$ cat src/sv/cckb_pkg.sv
`default_nettype none

package cckb_pkg;

  // action codes
  localparam logic ACT_HEADER = 1'b0;
  localparam logic ACT_PIXEL  = 1'b1;

  // register indexes
  localparam int unsigned CFG_IDX_W = 2;
  localparam logic [CFG_IDX_W-1:0] CFG_FB_WIDTH    = 2'd0;
  localparam logic [CFG_IDX_W-1:0] CFG_FB_HEIGHT   = 2'd1;
  localparam logic [CFG_IDX_W-1:0] CFG_LINE_STRIDE = 2'd2;

  localparam int unsigned CFG_DATA_W = 13;
  localparam int unsigned DIM_REG_W  = 11;
  localparam int unsigned STRIDE_REG_W = 13;

  localparam int unsigned POS_W  = 16;
  localparam int unsigned SPAN_W = 10;
  localparam int unsigned PIX_W  = 16;
  localparam int unsigned ADDR_W = 22;

  // clipped coordinates fit this width for the largest MAX_DIM (4096)
  localparam int unsigned COORD_W = 12;

  // queue between front and back
  localparam int unsigned Q_DEPTH = 4;
  localparam int unsigned Q_PTR_W = 2;
  localparam int unsigned Q_CNT_W = 3;

  // one visible, opaque pixel on its way to the address stage
  typedef struct packed {
    logic [COORD_W-1:0] dx;
    logic [COORD_W-1:0] dy;
    logic [PIX_W-1:0]   data;
  } blit_req_t;

  // queue status seen by the front and the back
  typedef struct packed {
    logic full;
    logic nonempty;
  } q_status_t;

endpackage

`default_nettype wire

$ cat src/sv/cckb_front.sv
`default_nettype none

module cckb_front #(
  parameter int unsigned MAX_DIM = 1024
) (
  input  wire logic                               clk,
  input  wire logic                               rst,
  input  wire logic                               in_valid,
  output logic                                    in_ready,
  input  wire logic                               action,
  input  wire logic signed [cckb_pkg::POS_W-1:0]  pos_x,
  input  wire logic signed [cckb_pkg::POS_W-1:0]  pos_y,
  input  wire logic [cckb_pkg::SPAN_W-1:0]        sprite_width,
  input  wire logic [cckb_pkg::SPAN_W-1:0]        sprite_height,
  input  wire logic [cckb_pkg::PIX_W-1:0]         pixel_value,
  input  wire logic [cckb_pkg::DIM_REG_W-1:0]     fb_width,
  input  wire logic [cckb_pkg::DIM_REG_W-1:0]     fb_height,
  input  wire cckb_pkg::q_status_t                q_stat,
  output logic                                    push,
  output cckb_pkg::blit_req_t                     push_req
);

  logic signed [cckb_pkg::POS_W-1:0] origin_x, origin_y;
  logic [cckb_pkg::SPAN_W-1:0] span_w, span_h, src_col, src_row;
  logic [cckb_pkg::SPAN_W-1:0] src_col_next, src_row_next;

  logic                       accept;
  logic                       active;
  logic signed [cckb_pkg::POS_W:0] dx, dy;
  logic                       x_in, y_in, emit;
  logic [cckb_pkg::SPAN_W:0]  col_inc;

  assign in_ready = !q_stat.full;
  assign accept   = in_valid && in_ready;

  assign active = (span_w != '0) && (span_h != '0) && (src_row < span_h);

  assign dx = $signed({origin_x[cckb_pkg::POS_W-1], origin_x})
            + $signed({1'b0, {(cckb_pkg::POS_W - cckb_pkg::SPAN_W){1'b0}}, src_col});
  assign dy = $signed({origin_y[cckb_pkg::POS_W-1], origin_y})
            + $signed({1'b0, {(cckb_pkg::POS_W - cckb_pkg::SPAN_W){1'b0}}, src_row});

  // clip: register limit and the MAX_DIM cap both apply
  assign x_in = !dx[cckb_pkg::POS_W]
             && (dx[cckb_pkg::POS_W-1:0] <
                 {{(cckb_pkg::POS_W - cckb_pkg::DIM_REG_W){1'b0}}, fb_width})
             && (dx[cckb_pkg::POS_W-1:0] < cckb_pkg::POS_W'(MAX_DIM));
  assign y_in = !dy[cckb_pkg::POS_W]
             && (dy[cckb_pkg::POS_W-1:0] <
                 {{(cckb_pkg::POS_W - cckb_pkg::DIM_REG_W){1'b0}}, fb_height})
             && (dy[cckb_pkg::POS_W-1:0] < cckb_pkg::POS_W'(MAX_DIM));
  assign emit = x_in && y_in && (pixel_value != '0);

  // raster walk
  always_comb begin
    col_inc = {1'b0, src_col} + 1'b1;
    if (col_inc >= {1'b0, span_w}) begin
      src_col_next = '0;
      src_row_next = src_row + 1'b1;
    end else begin
      src_col_next = col_inc[cckb_pkg::SPAN_W-1:0];
      src_row_next = src_row;
    end
  end

  always_ff @(posedge clk) begin
    if (rst) begin
      origin_x <= '0;
      origin_y <= '0;
      span_w   <= '0;
      span_h   <= '0;
      src_col  <= '0;
      src_row  <= '0;
    end else if (accept) begin
      if (action == cckb_pkg::ACT_HEADER) begin
        origin_x <= pos_x;
        origin_y <= pos_y;
        span_w   <= sprite_width;
        span_h   <= sprite_height;
        src_col  <= '0;
        src_row  <= '0;
      end else if (active) begin
        src_col <= src_col_next;
        src_row <= src_row_next;
      end
    end
  end

  assign push = accept && (action == cckb_pkg::ACT_PIXEL) && active && emit;

  always_comb begin
    push_req.dx   = dx[cckb_pkg::COORD_W-1:0];
    push_req.dy   = dy[cckb_pkg::COORD_W-1:0];
    push_req.data = pixel_value;
  end

endmodule

`default_nettype wire

$ cat src/sv/cckb_queue.sv
`default_nettype none

module cckb_queue (
  input  wire logic                 clk,
  input  wire logic                 rst,
  input  wire logic                 push,
  input  wire cckb_pkg::blit_req_t  push_req,
  input  wire logic                 pop,
  output cckb_pkg::blit_req_t       pop_req,
  output cckb_pkg::q_status_t       q_stat
);

  cckb_pkg::blit_req_t entries [cckb_pkg::Q_DEPTH];

  logic [cckb_pkg::Q_PTR_W-1:0] wr_ptr, rd_ptr;
  logic [cckb_pkg::Q_CNT_W-1:0] count;

  always_ff @(posedge clk) begin
    if (push) begin
      entries[wr_ptr] <= push_req;
    end
  end

  always_ff @(posedge clk) begin
    if (rst) begin
      wr_ptr <= '0;
      rd_ptr <= '0;
      count  <= '0;
    end else begin
      if (push) begin
        wr_ptr <= wr_ptr + 1'b1;
      end
      if (pop) begin
        rd_ptr <= rd_ptr + 1'b1;
      end
      case ({push, pop})
        2'b10:   count <= count + 1'b1;
        2'b01:   count <= count - 1'b1;
        default: count <= count;
      endcase
    end
  end

  assign pop_req         = entries[rd_ptr];
  assign q_stat.full     = (count == cckb_pkg::Q_CNT_W'(cckb_pkg::Q_DEPTH));
  assign q_stat.nonempty = (count != '0);

  a_no_overflow: assert property (@(posedge clk) disable iff (rst)
    push |-> !q_stat.full)
    else $error("queue written while full");

  a_no_underflow: assert property (@(posedge clk) disable iff (rst)
    pop |-> q_stat.nonempty)
    else $error("queue read while empty");

  a_count_bound: assert property (@(posedge clk) disable iff (rst)
    count <= cckb_pkg::Q_CNT_W'(cckb_pkg::Q_DEPTH))
    else $error("queue count beyond depth");

  a_ptr_track: assert property (@(posedge clk) disable iff (rst)
    (count == '0) || (count == cckb_pkg::Q_CNT_W'(cckb_pkg::Q_DEPTH))
      |-> (wr_ptr == rd_ptr))
    else $error("queue pointers disagree with count");

endmodule

`default_nettype wire

$ cat src/sv/cckb_back.sv
`default_nettype none

module cckb_back #(
  parameter int unsigned STRIDE_W = 13
) (
  input  wire logic                          clk,
  input  wire logic                          rst,
  input  wire cckb_pkg::q_status_t           q_stat,
  input  wire cckb_pkg::blit_req_t           pop_req,
  output logic                               pop,
  input  wire logic [STRIDE_W-1:0]           stride,
  output logic                               out_valid,
  input  wire logic                          out_ready,
  output logic [cckb_pkg::ADDR_W-1:0]        write_addr,
  output logic [cckb_pkg::PIX_W-1:0]         write_data
);

  localparam int unsigned PROD_W = cckb_pkg::COORD_W + STRIDE_W;
  localparam int unsigned WIDE_W = cckb_pkg::ADDR_W + PROD_W + 1;

  // stage 1: row offset
  logic                          s1_valid;
  logic [PROD_W-1:0]             s1_prod;
  logic [cckb_pkg::COORD_W-1:0]  s1_dx;
  logic [cckb_pkg::PIX_W-1:0]    s1_data;

  logic                          out_en, s1_en;
  logic [WIDE_W-1:0]             addr_wide;

  assign out_en = !out_valid || out_ready;
  assign s1_en  = !s1_valid || out_en;
  assign pop    = q_stat.nonempty && s1_en;

  always_ff @(posedge clk) begin
    if (rst) begin
      s1_valid <= 1'b0;
    end else if (s1_en) begin
      s1_valid <= pop;
    end
  end

  always_ff @(posedge clk) begin
    if (s1_en && pop) begin
      s1_prod <= PROD_W'(pop_req.dy) * PROD_W'(stride);
      s1_dx   <= pop_req.dx;
      s1_data <= pop_req.data;
    end
  end

  assign addr_wide = {{(cckb_pkg::ADDR_W + 1){1'b0}}, s1_prod}
                   + {{(WIDE_W - cckb_pkg::COORD_W){1'b0}}, s1_dx};

  // output register
  always_ff @(posedge clk) begin
    if (rst) begin
      out_valid <= 1'b0;
    end else if (out_en) begin
      out_valid <= s1_valid;
    end
  end

  always_ff @(posedge clk) begin
    if (out_en && s1_valid) begin
      write_addr <= addr_wide[cckb_pkg::ADDR_W-1:0];
      write_data <= s1_data;
    end
  end

endmodule

`default_nettype wire

$ cat src/sv/clipped_color_key_blit.sv
// Channel  | Direction | Handshake            | Beat payload
// ---------+-----------+----------------------+-------------------------------------------
// in       | sink      | in_valid / in_ready  | action, pos_x, pos_y, sprite_width,
//          |           |                      | sprite_height, pixel_value
// out      | source    | out_valid / out_ready| write_addr, write_data
// cfg      | sink      | cfg_valid / cfg_ready| cfg_index, cfg_data (0 width, 1 height,
//          |           |                      | 2 stride; other indexes ignored)
//
// One input beat per clock, sustained while the queue is not full. A write beat
// leaves through the queue, the multiply stage and the output register, in order.
// Reset (rst, synchronous) empties the queue and the pipe, clears placement and
// walk state, and loads width 480, height 272, stride 480.
// in_ready drops only when the four-entry queue is full, so a stalled output
// backs up through the multiply stage and the queue before the input stalls.
// cfg_ready is always high; write config only with the block idle.
`default_nettype none

module clipped_color_key_blit #(
  parameter int unsigned MAX_DIM    = 1024,
  parameter int unsigned MAX_STRIDE = 4096
) (
  input  wire logic                                   clk,
  input  wire logic                                   rst,
  // pixel / header beats
  input  wire logic                                   in_valid,
  output logic                                        in_ready,
  input  wire logic                                   action,
  input  wire logic signed [cckb_pkg::POS_W-1:0]      pos_x,
  input  wire logic signed [cckb_pkg::POS_W-1:0]      pos_y,
  input  wire logic [cckb_pkg::SPAN_W-1:0]            sprite_width,
  input  wire logic [cckb_pkg::SPAN_W-1:0]            sprite_height,
  input  wire logic [cckb_pkg::PIX_W-1:0]             pixel_value,
  // framebuffer writes
  output logic                                        out_valid,
  input  wire logic                                   out_ready,
  output logic [cckb_pkg::ADDR_W-1:0]                 write_addr,
  output logic [cckb_pkg::PIX_W-1:0]                  write_data,
  // register writes
  input  wire logic                                   cfg_valid,
  output logic                                        cfg_ready,
  input  wire logic [cckb_pkg::CFG_IDX_W-1:0]         cfg_index,
  input  wire logic [cckb_pkg::CFG_DATA_W-1:0]        cfg_data
);

  localparam int unsigned STRIDE_W  = $clog2(MAX_STRIDE + 1);
  localparam int unsigned STR_CMP_W = 14;

  logic [cckb_pkg::DIM_REG_W-1:0]    fb_width;
  logic [cckb_pkg::DIM_REG_W-1:0]    fb_height;
  logic [cckb_pkg::STRIDE_REG_W-1:0] line_stride;

  logic [STR_CMP_W-1:0] stride_ext, stride_cap;
  logic [STRIDE_W-1:0]  stride;

  cckb_pkg::q_status_t q_stat;
  cckb_pkg::blit_req_t push_req, pop_req;
  logic                push, pop;

  // --- registers -----------------------------------------------------------
  assign cfg_ready = 1'b1;

  always_ff @(posedge clk) begin
    if (rst) begin
      fb_width    <= cckb_pkg::DIM_REG_W'(480);
      fb_height   <= cckb_pkg::DIM_REG_W'(272);
      line_stride <= cckb_pkg::STRIDE_REG_W'(480);
    end else if (cfg_valid && cfg_ready) begin
      case (cfg_index)
        cckb_pkg::CFG_FB_WIDTH:    fb_width    <= cfg_data[cckb_pkg::DIM_REG_W-1:0];
        cckb_pkg::CFG_FB_HEIGHT:   fb_height   <= cfg_data[cckb_pkg::DIM_REG_W-1:0];
        cckb_pkg::CFG_LINE_STRIDE: line_stride <= cfg_data;
        default: ;
      endcase
    end
  end

  // stride above MAX_STRIDE behaves as MAX_STRIDE
  assign stride_ext = {1'b0, line_stride};
  assign stride_cap = (stride_ext > STR_CMP_W'(MAX_STRIDE)) ? STR_CMP_W'(MAX_STRIDE)
                                                           : stride_ext;
  assign stride     = stride_cap[STRIDE_W-1:0];

  // --- front: header latch, raster walk, clip and key test ----------------
  cckb_front #(
    .MAX_DIM (MAX_DIM)
  ) u_front (
    .clk           (clk),
    .rst           (rst),
    .in_valid      (in_valid),
    .in_ready      (in_ready),
    .action        (action),
    .pos_x         (pos_x),
    .pos_y         (pos_y),
    .sprite_width  (sprite_width),
    .sprite_height (sprite_height),
    .pixel_value   (pixel_value),
    .fb_width      (fb_width),
    .fb_height     (fb_height),
    .q_stat        (q_stat),
    .push          (push),
    .push_req      (push_req)
  );

  // --- queue: only pixels that will be written travel on ------------------
  cckb_queue u_queue (
    .clk      (clk),
    .rst      (rst),
    .push     (push),
    .push_req (push_req),
    .pop      (pop),
    .pop_req  (pop_req),
    .q_stat   (q_stat)
  );

  // --- back: y * stride, then + x into the output register ----------------
  cckb_back #(
    .STRIDE_W (STRIDE_W)
  ) u_back (
    .clk        (clk),
    .rst        (rst),
    .q_stat     (q_stat),
    .pop_req    (pop_req),
    .pop        (pop),
    .stride     (stride),
    .out_valid  (out_valid),
    .out_ready  (out_ready),
    .write_addr (write_addr),
    .write_data (write_data)
  );

endmodule

`default_nettype wire

$ cat config.mk
export PLATFORM = sky130hd
export DESIGN_NAME = clipped_color_key_blit
export DESIGN_NICKNAME = d
export VERILOG_FILES = /design/src/sv/cckb_pkg.sv /design/src/sv/cckb_front.sv /design/src/sv/cckb_queue.sv /design/src/sv/cckb_back.sv /design/src/sv/clipped_color_key_blit.sv
export SDC_FILE = /design/constraint.sdc
export NUM_CORES = 1
export LEC_CHECK = 0
export BUFFER_PORTS_ARGS = -buffer_cell sky130_fd_sc_hd__buf_4
export CAP_MARGIN = 20
export CORE_MARGIN = 10
export CORE_UTILIZATION = 36
export DETAILED_ROUTE_END_ITERATION = 16
export SLEW_MARGIN = 0
export SYNTH_ARGS = -nofsm -noshare
export SYNTH_HDL_FRONTEND = slang
export SYNTH_SLANG_ARGS = --single-unit
$ cat constraint.sdc
create_clock -name clk -period 18.8 [get_ports clk]
set_clock_uncertainty 0.05 [all_clocks]
set_input_delay 0.94 -clock clk [delete_from_list [all_inputs] [get_ports clk]]
set_output_delay 0.94 -clock clk [all_outputs]
set_load 0.02 [all_outputs]
## Word-level counts from Yosys, hierarchy flattened

Memories as Yosys holds them, arrays and structs flattened. A register that Yosys moved wholly into a read port is not among the register bits.
Index checks and enable logic that the tools add are counted.

| storage, ports and cells | value |
|---|---|
| input bits | 89 |
| bits in writable memories | 160 |
| flip-flop bits (word level) | 204 |
| word-level logic and storage cells | 91 |
| output and inout bits | 41 |
| latch bits | 0 |
| memories | 1 |
| memory bits (read-only) | 0 |

| cells by class | value |
|---|---|
| add/sub/neg operators | 9 |
| $mul | 1 |
| magnitude comparators | 7 |
| reductions and logical operators | 34 |
| multiplexer cells | 12 |
| equality and inequality tests | 7 |
| bitwise gates (word level) | 1 |
| div/mod/pow operators | 0 |
| shifts and indexed selects | 0 |

Memories:

| memory | depth | bits a word | read ports | clocked after Yosys merged registers in | wr ports | line | text |
|---|---|---|---|---|---|---|---|
| u_queue.entries | 4 | 40 | 1 | 1 | 1 | cckb_queue.sv:13 | `cckb_pkg::blit_req_t entries [cckb_pkg::Q_DEPTH];` |

Operator list:

| kind | number |
|---|---|
| $mux W10 | 6 |
| $add A16 B11 Y17 | 2 |
| $lt A16 B11 Y1 | 2 |
| $lt A16 B11 Y1 const B | 2 |
| $add A22 B12 Y22 | 1 |
| $mul A12 B13 Y22 | 1 |
| $reduce_bool A10 Y1 | 2 |
| $reduce_bool A16 Y1 | 1 |
| $logic_and A1 B1 Y1 | 15 |
| $gt A13 B13 Y1 const B | 1 |
| $mux W13 | 1 |
| $add A10 B1 Y11 const B | 1 |
| $ge A11 B10 Y1 | 1 |
| $add A10 B1 Y10 const B | 1 |
| $lt A10 B10 Y1 | 1 |
| $reduce_and A2 Y1 | 5 |
| $pmux W3 S2 | 1 |
| $logic_not A1 Y1 | 5 |
| $add A2 B1 Y2 const B | 2 |
| $eq A2 B1 Y1 const B | 2 |
| $eq A2 B2 Y1 const B | 2 |
| $mux W2 | 2 |
| $ne A2 B1 Y1 const B | 2 |
| $add A3 B1 Y3 const B | 1 |
| 9 further kinds | 11 |

## Logic depth before layout (Yosys ltp)

| depth | value |
|---|---|
| word-level depth | 9 |
| mapped depth | 26 |

## Hierarchy

From an unflattened synthesis, not the netlist that was laid out.

| second synthesis, totals | value |
|---|---|
| cells, all modules | 1890 |
| area, all modules | 21330.5 um2 |

Modules (own cells, without submodules):

| module | sequential area each (um2) | times used | area each (um2) | cells each |
|---|---|---|---|---|
| cckb_back | 2682.6 | 1 | 8323.0 | 796 |
| cckb_queue | 4984.8 | 1 | 6252.2 | 256 |
| cckb_front | 1441.4 | 1 | 5232.5 | 686 |
| clipped_color_key_blit | 700.7 | 1 | 1522.7 | 152 |

## Worst setup path after synthesis

No wires, ideal clock.

| timing | value |
|---|---|
| kind | reg-to-reg |
| start point | reg (tool-made name) |
| end point | reg u_back.s1_prod[21] (data pin) |
| arrival | 6.082 ns |
| slack | 12.408 ns |
| setup time | 0.260 ns |
| stages on the path, launching flop included | 24 |
| data required time | 18.490 ns |
| path buffers | 2 |
| cell sequence | dfxtp_1 > clkbuf_1 > clkbuf_1 > mux2_2 > o21ai_0 > nor2_1 > fa_1 > inv_1 > fa_1 > inv_1 > fa_1 > fa_1 > inv_1 > fa_1 > inv_1 > ha_1 > o21ai_0 > a21oi_1 > o21ai_0 > a211oi_1 > nor3_1 > o41ai_1 > a21oi_1 > xnor2_1 |

RTL lines:

| item | line | text |
|---|---|---|
| end signal, assigned | cckb_back.sv:44 | `s1_prod <= PROD_W'(pop_req.dy) * PROD_W'(stride);` |
| end, declared | cckb_back.sv:23 | `logic [PROD_W-1:0] s1_prod;` |

==> out/results.tsv <==
stage	metric	value	unit
outcome	outcome	finished clean	
layout	synthesis-to-layout area growth	15.11	%
clocking	# hold bufs at CTS	0	
yosys	synth unique cells	69	
clocking	clock-pin slew on the worst setup and hold paths	0.06	ns
placed_design	dpl hpwl	34.40	mm
yosys	post-synthesis register bit count	366	
yosys	mean post-synth cell area	11.12	sq um
power	Reg power frac	29.0	%
timing	RSZ-0062 raised after global routing	no	
timing	Worst-Margin Slew	1.069	ns
die	Initial Util	36.46	%
job	Max Cap Violations	0	
timing	post-layout min period	7.022	ns
yosys	Synth area leader	edfxtp_1	
yosys	sequential element share of the synthesized area	47.62	%
global_routing	GRT Total Usage	13.86	%
drt	DRC Markers	0	
critical_path	arrival time of the worst setup path	7.27	ns
drt	Vias/cell	4.868	
drt	average routed wire per standard cell	16.80	um
yosys	Async S/R FF share, synth	0	%
layout	Filler cells	5297	
global_routing	vias in the first global route	14040	
yosys	Synth top area share	36.15	%
timing	Setup TNS	0	ns
clocking	Setup Fix Bufs, Post-CTS	0	
layout	commonest non-fill, non-tap cell in the layout	nand2_1	
drt	DR vias	13390	
hold_path	Worst Hold Class	flop to flop	
yosys	Gate Count Post-Synth	1852	
yosys	dominant synthesized flop cell	edfxtp_1	
drt	antenna-violating nets left	0	
global_routing	first-pass GRT wire length	75.00	mm
layout	most frequent cells in the layout	nand2_1 (297), edfxtp_1 (248), inv_1 (206), buf_4 (137), ha_1 (127)	
timing	Max-slew headroom	28.71	%
power	Internal Power	2480	uW
placed_design	dpl cells	2675	
critical_path	critical path class	flop to flop	
yosys	net count after synthesis	2180	
layout	fin util	41.97	%
die	Chip Height	259.2	um
global_routing	pin count of the biggest net entering global routing	104	
clocking	Num CTS Buffers	41	
layout	flip-flop and latch area	0.009812	sq mm
critical_path	endpoint class of the critical path	flop	
timing	maximum clock frequency	142.4	MHz
power	Leak	0.009606	uW
critical_path	CP max FO	45	
critical_path	Top cell by count, worst path	fa_1	
power	power share of the combinational group	51.3	%
timing	final max-slew violation count	0	
die	Core ar.	0.05650	sq mm
clocking	CTS HTree Levels	2	
die	total die area	0.06719	sq mm
clocking	Post-CTS Resized	0	
timing	final period utilization	37.35	%
yosys	Post-synth EDFFs	248	
critical_path	slowest CP cell	buf_4	
critical_path	crit path cell chain	buf_4 > mux2_2 > o21ai_0 > nor2_1 > fa_1 > inv_1 > fa_1 > inv_1 > fa_1 > fa_1 > inv_1 > fa_1 > inv_1 > ha_1 > o21ai_0 > a21oi_1 > o21ai_0 > a211oi_1 > nor3_1 > o41ai_1 > a21oi_1 > xnor2_1	
clocking	worst-case clock buffer depth	3	
drt	1st-pass router iterations	5	
critical_path	CP peak stage delay	0.55	ns
yosys	yosys warns	0	
placed_design	Final GP Congestion	0.8354	
clocking	Root Driver	clkbuf_16	
die	die width	259.2	um
drt	total wire length	46.20	mm
yosys	synthesized area	0.02060	sq mm
power	Max VDD drop	0.1311	mV
critical_path	startpoint type of the worst setup path	flop	
placed_design	IO buf count	128	
global_routing	Remaining Overflow, GRT	0	
layout	Final Non-Filler Cells	2750	
clocking	Sink Count	366	
clocking	clock latency on the worst-skew pair	0.57	ns
critical_path	Critical Path RT	19.05	ns
timing	final setup vio count	0	
layout	layout cell share with drive strength beyond 1	13.09	%
layout	ANT cells	0	
timing	final-report hold violation count	0	
clocking	CTS tree	built	
die	io pins	130	
global_routing	initial antenna violation count	1	
drt	DR iter-0 viols	656	
power	clock share of power	19.7	%
power	power per standard cell area	170.4	mW/mm^2
power	Switching Share	38.62	%
yosys	top post-synthesis cells by area	edfxtp_1 (36%), dfxtp_1 (11%), fa_1 (11%), ha_1 (7.7%), nand2_1 (5.4%)	
layout	nets	2291	
layout	area of the multi-input gates	0.009781	sq mm
die	row count	87	
power	P_sw	1561	uW
[cells in the mapped netlist, types with 8 or more instances]
cell      number
and2_1        31
fa_1         112
ha_1         127
a21oi_1      119
a211oi_1      13
nor2b_1       24
mux4_2        35
nand3_1       25
inv_1        206
nor3_1        12
xnor2_1       49
or4_1          8
nand2b_1      23
nand2_1      297
and3_1        21
o21a_1        15
edfxtp_1     248
nor2_1        97
a21o_1        18
nand4_1       11
dfxtp_1      118
xor2_1        34
buf_1         13
nand3b_1      10
clkbuf_1      55
o21ai_0       29
[registers in the layout, indices dropped and copies added, names as in the netlist, 2 cells and up, named ones only]
signal	count
u_queue.entries	160
u_back.s1_prod	22
u_back.write_addr	22
u_back.s1_data	16
u_back.write_data	16
u_front.origin_x	16
u_front.origin_y	16
line_stride	13
u_back.s1_dx	12
fb_height	11
fb_width	11
u_front.span_h	10
u_front.span_w	10
u_front.src_col	10
u_front.src_row	10
u_queue.count	3
u_queue.rd_ptr	2
u_queue.wr_ptr	2
[cell type report]
cell class | instances | share of cell area [%]
Clock inverter | 22 | 1.113
Sequential cell | 366 | 41.38
Timing Repair Buffer | 138 | 4.422
Tap cell | 756 | 3.989
Multi-Input combinational cell | 1210 | 41.25
Inverter | 206 | 3.261
Clock buffer | 52 | 4.585
[per-stage QoR]
step | setup slack (ns) | hold WS, ns | total power [uW] | instance area, sq um
after detailed placement | 11.86 | 0.3565 | 3284 | 22340
final | 11.78 | 0.3666 | 4041 | 23710
after global placement | 11.98 | 0.3541 | 3240 | 22340
after floorplan | 12.41 | 0.3503 | 2787 | 20600
after CTS | 11.85 | 0.3701 | 4110 | 23690
after global routing | 11.38 | 0.3764 | 4420 | 23710
[per-layer routing]
layer / global-route usage, % / part of all wire [%] / vias to the layer above
met4: 3.898 / 2.4 / 2
met1: 17.57 / 45 / 6549
met3: 2.906 / 4.4 / 67
met5: 0 / 0.028 / -
met2: 23.55 / 49 / 232
li1: - / - / 6538
[cell families after synthesis]
| kind of cell | Yosys count | share of synthesized area [%] |
|---|---|---|
| mux | 48 | 4.501 |
| flops | 366 | 47.62 |
| simple gates | 593 | 13.34 |
| other cells | 1 | 0.01820 |
| fa+ha+maj | 239 | 18.60 |
| xor+xnor | 83 | 3.529 |
| compound gates | 246 | 7.337 |
| buf+inv | 276 | 5.053 |
[worst paths after layout]
check                           cells past startpoint                              end  slack [ns]                         start
worst max-delay path                               22     u_back.s1_prod[21]$_DFFE_PP_       11.78                          flop
worst min-delay path                                0  u_back.write_data[11]$_DFFE_PP_        0.37  u_back.s1_data[11]$_DFFE_PP_
worst max register to register                     22     u_back.s1_prod[21]$_DFFE_PP_       11.78                          flop
worst min register to register                      0  u_back.write_data[11]$_DFFE_PP_        0.37  u_back.s1_data[11]$_DFFE_PP_
[worst max-delay path, delay by kind of cell (launching register included)]
family | cells | cell delay, ns
AND/OR/NAND/NOR | 2 | 0.29
XOR/XNOR | 1 | 0.14
buffers and inverters | 5 | 0.76
multiplexers | 1 | 0.42
adder cells (fa/ha/maj) | 6 | 2.85
flip-flops | 1 | 0.31
AO/OA/AOI/OAI | 7 | 1.93
[power by group through the flow]
| stage | Clock [uW] | Sequential [uW] | Combinational, uW |
|---|---|---|---|
| 2_1_floorplan | 0 | 1200 | 1580 |
| 3_3_place_gp | 0 | 1190 | 2050 |
| 3_5_place_dp | 0 | 1190 | 2090 |
| 4_1_cts | 822 | 1170 | 2110 |
| 5_1_grt | 854 | 1180 | 2380 |
| 6_report | 798 | 1170 | 2070 |
Power figures use the tool's default switching activity.
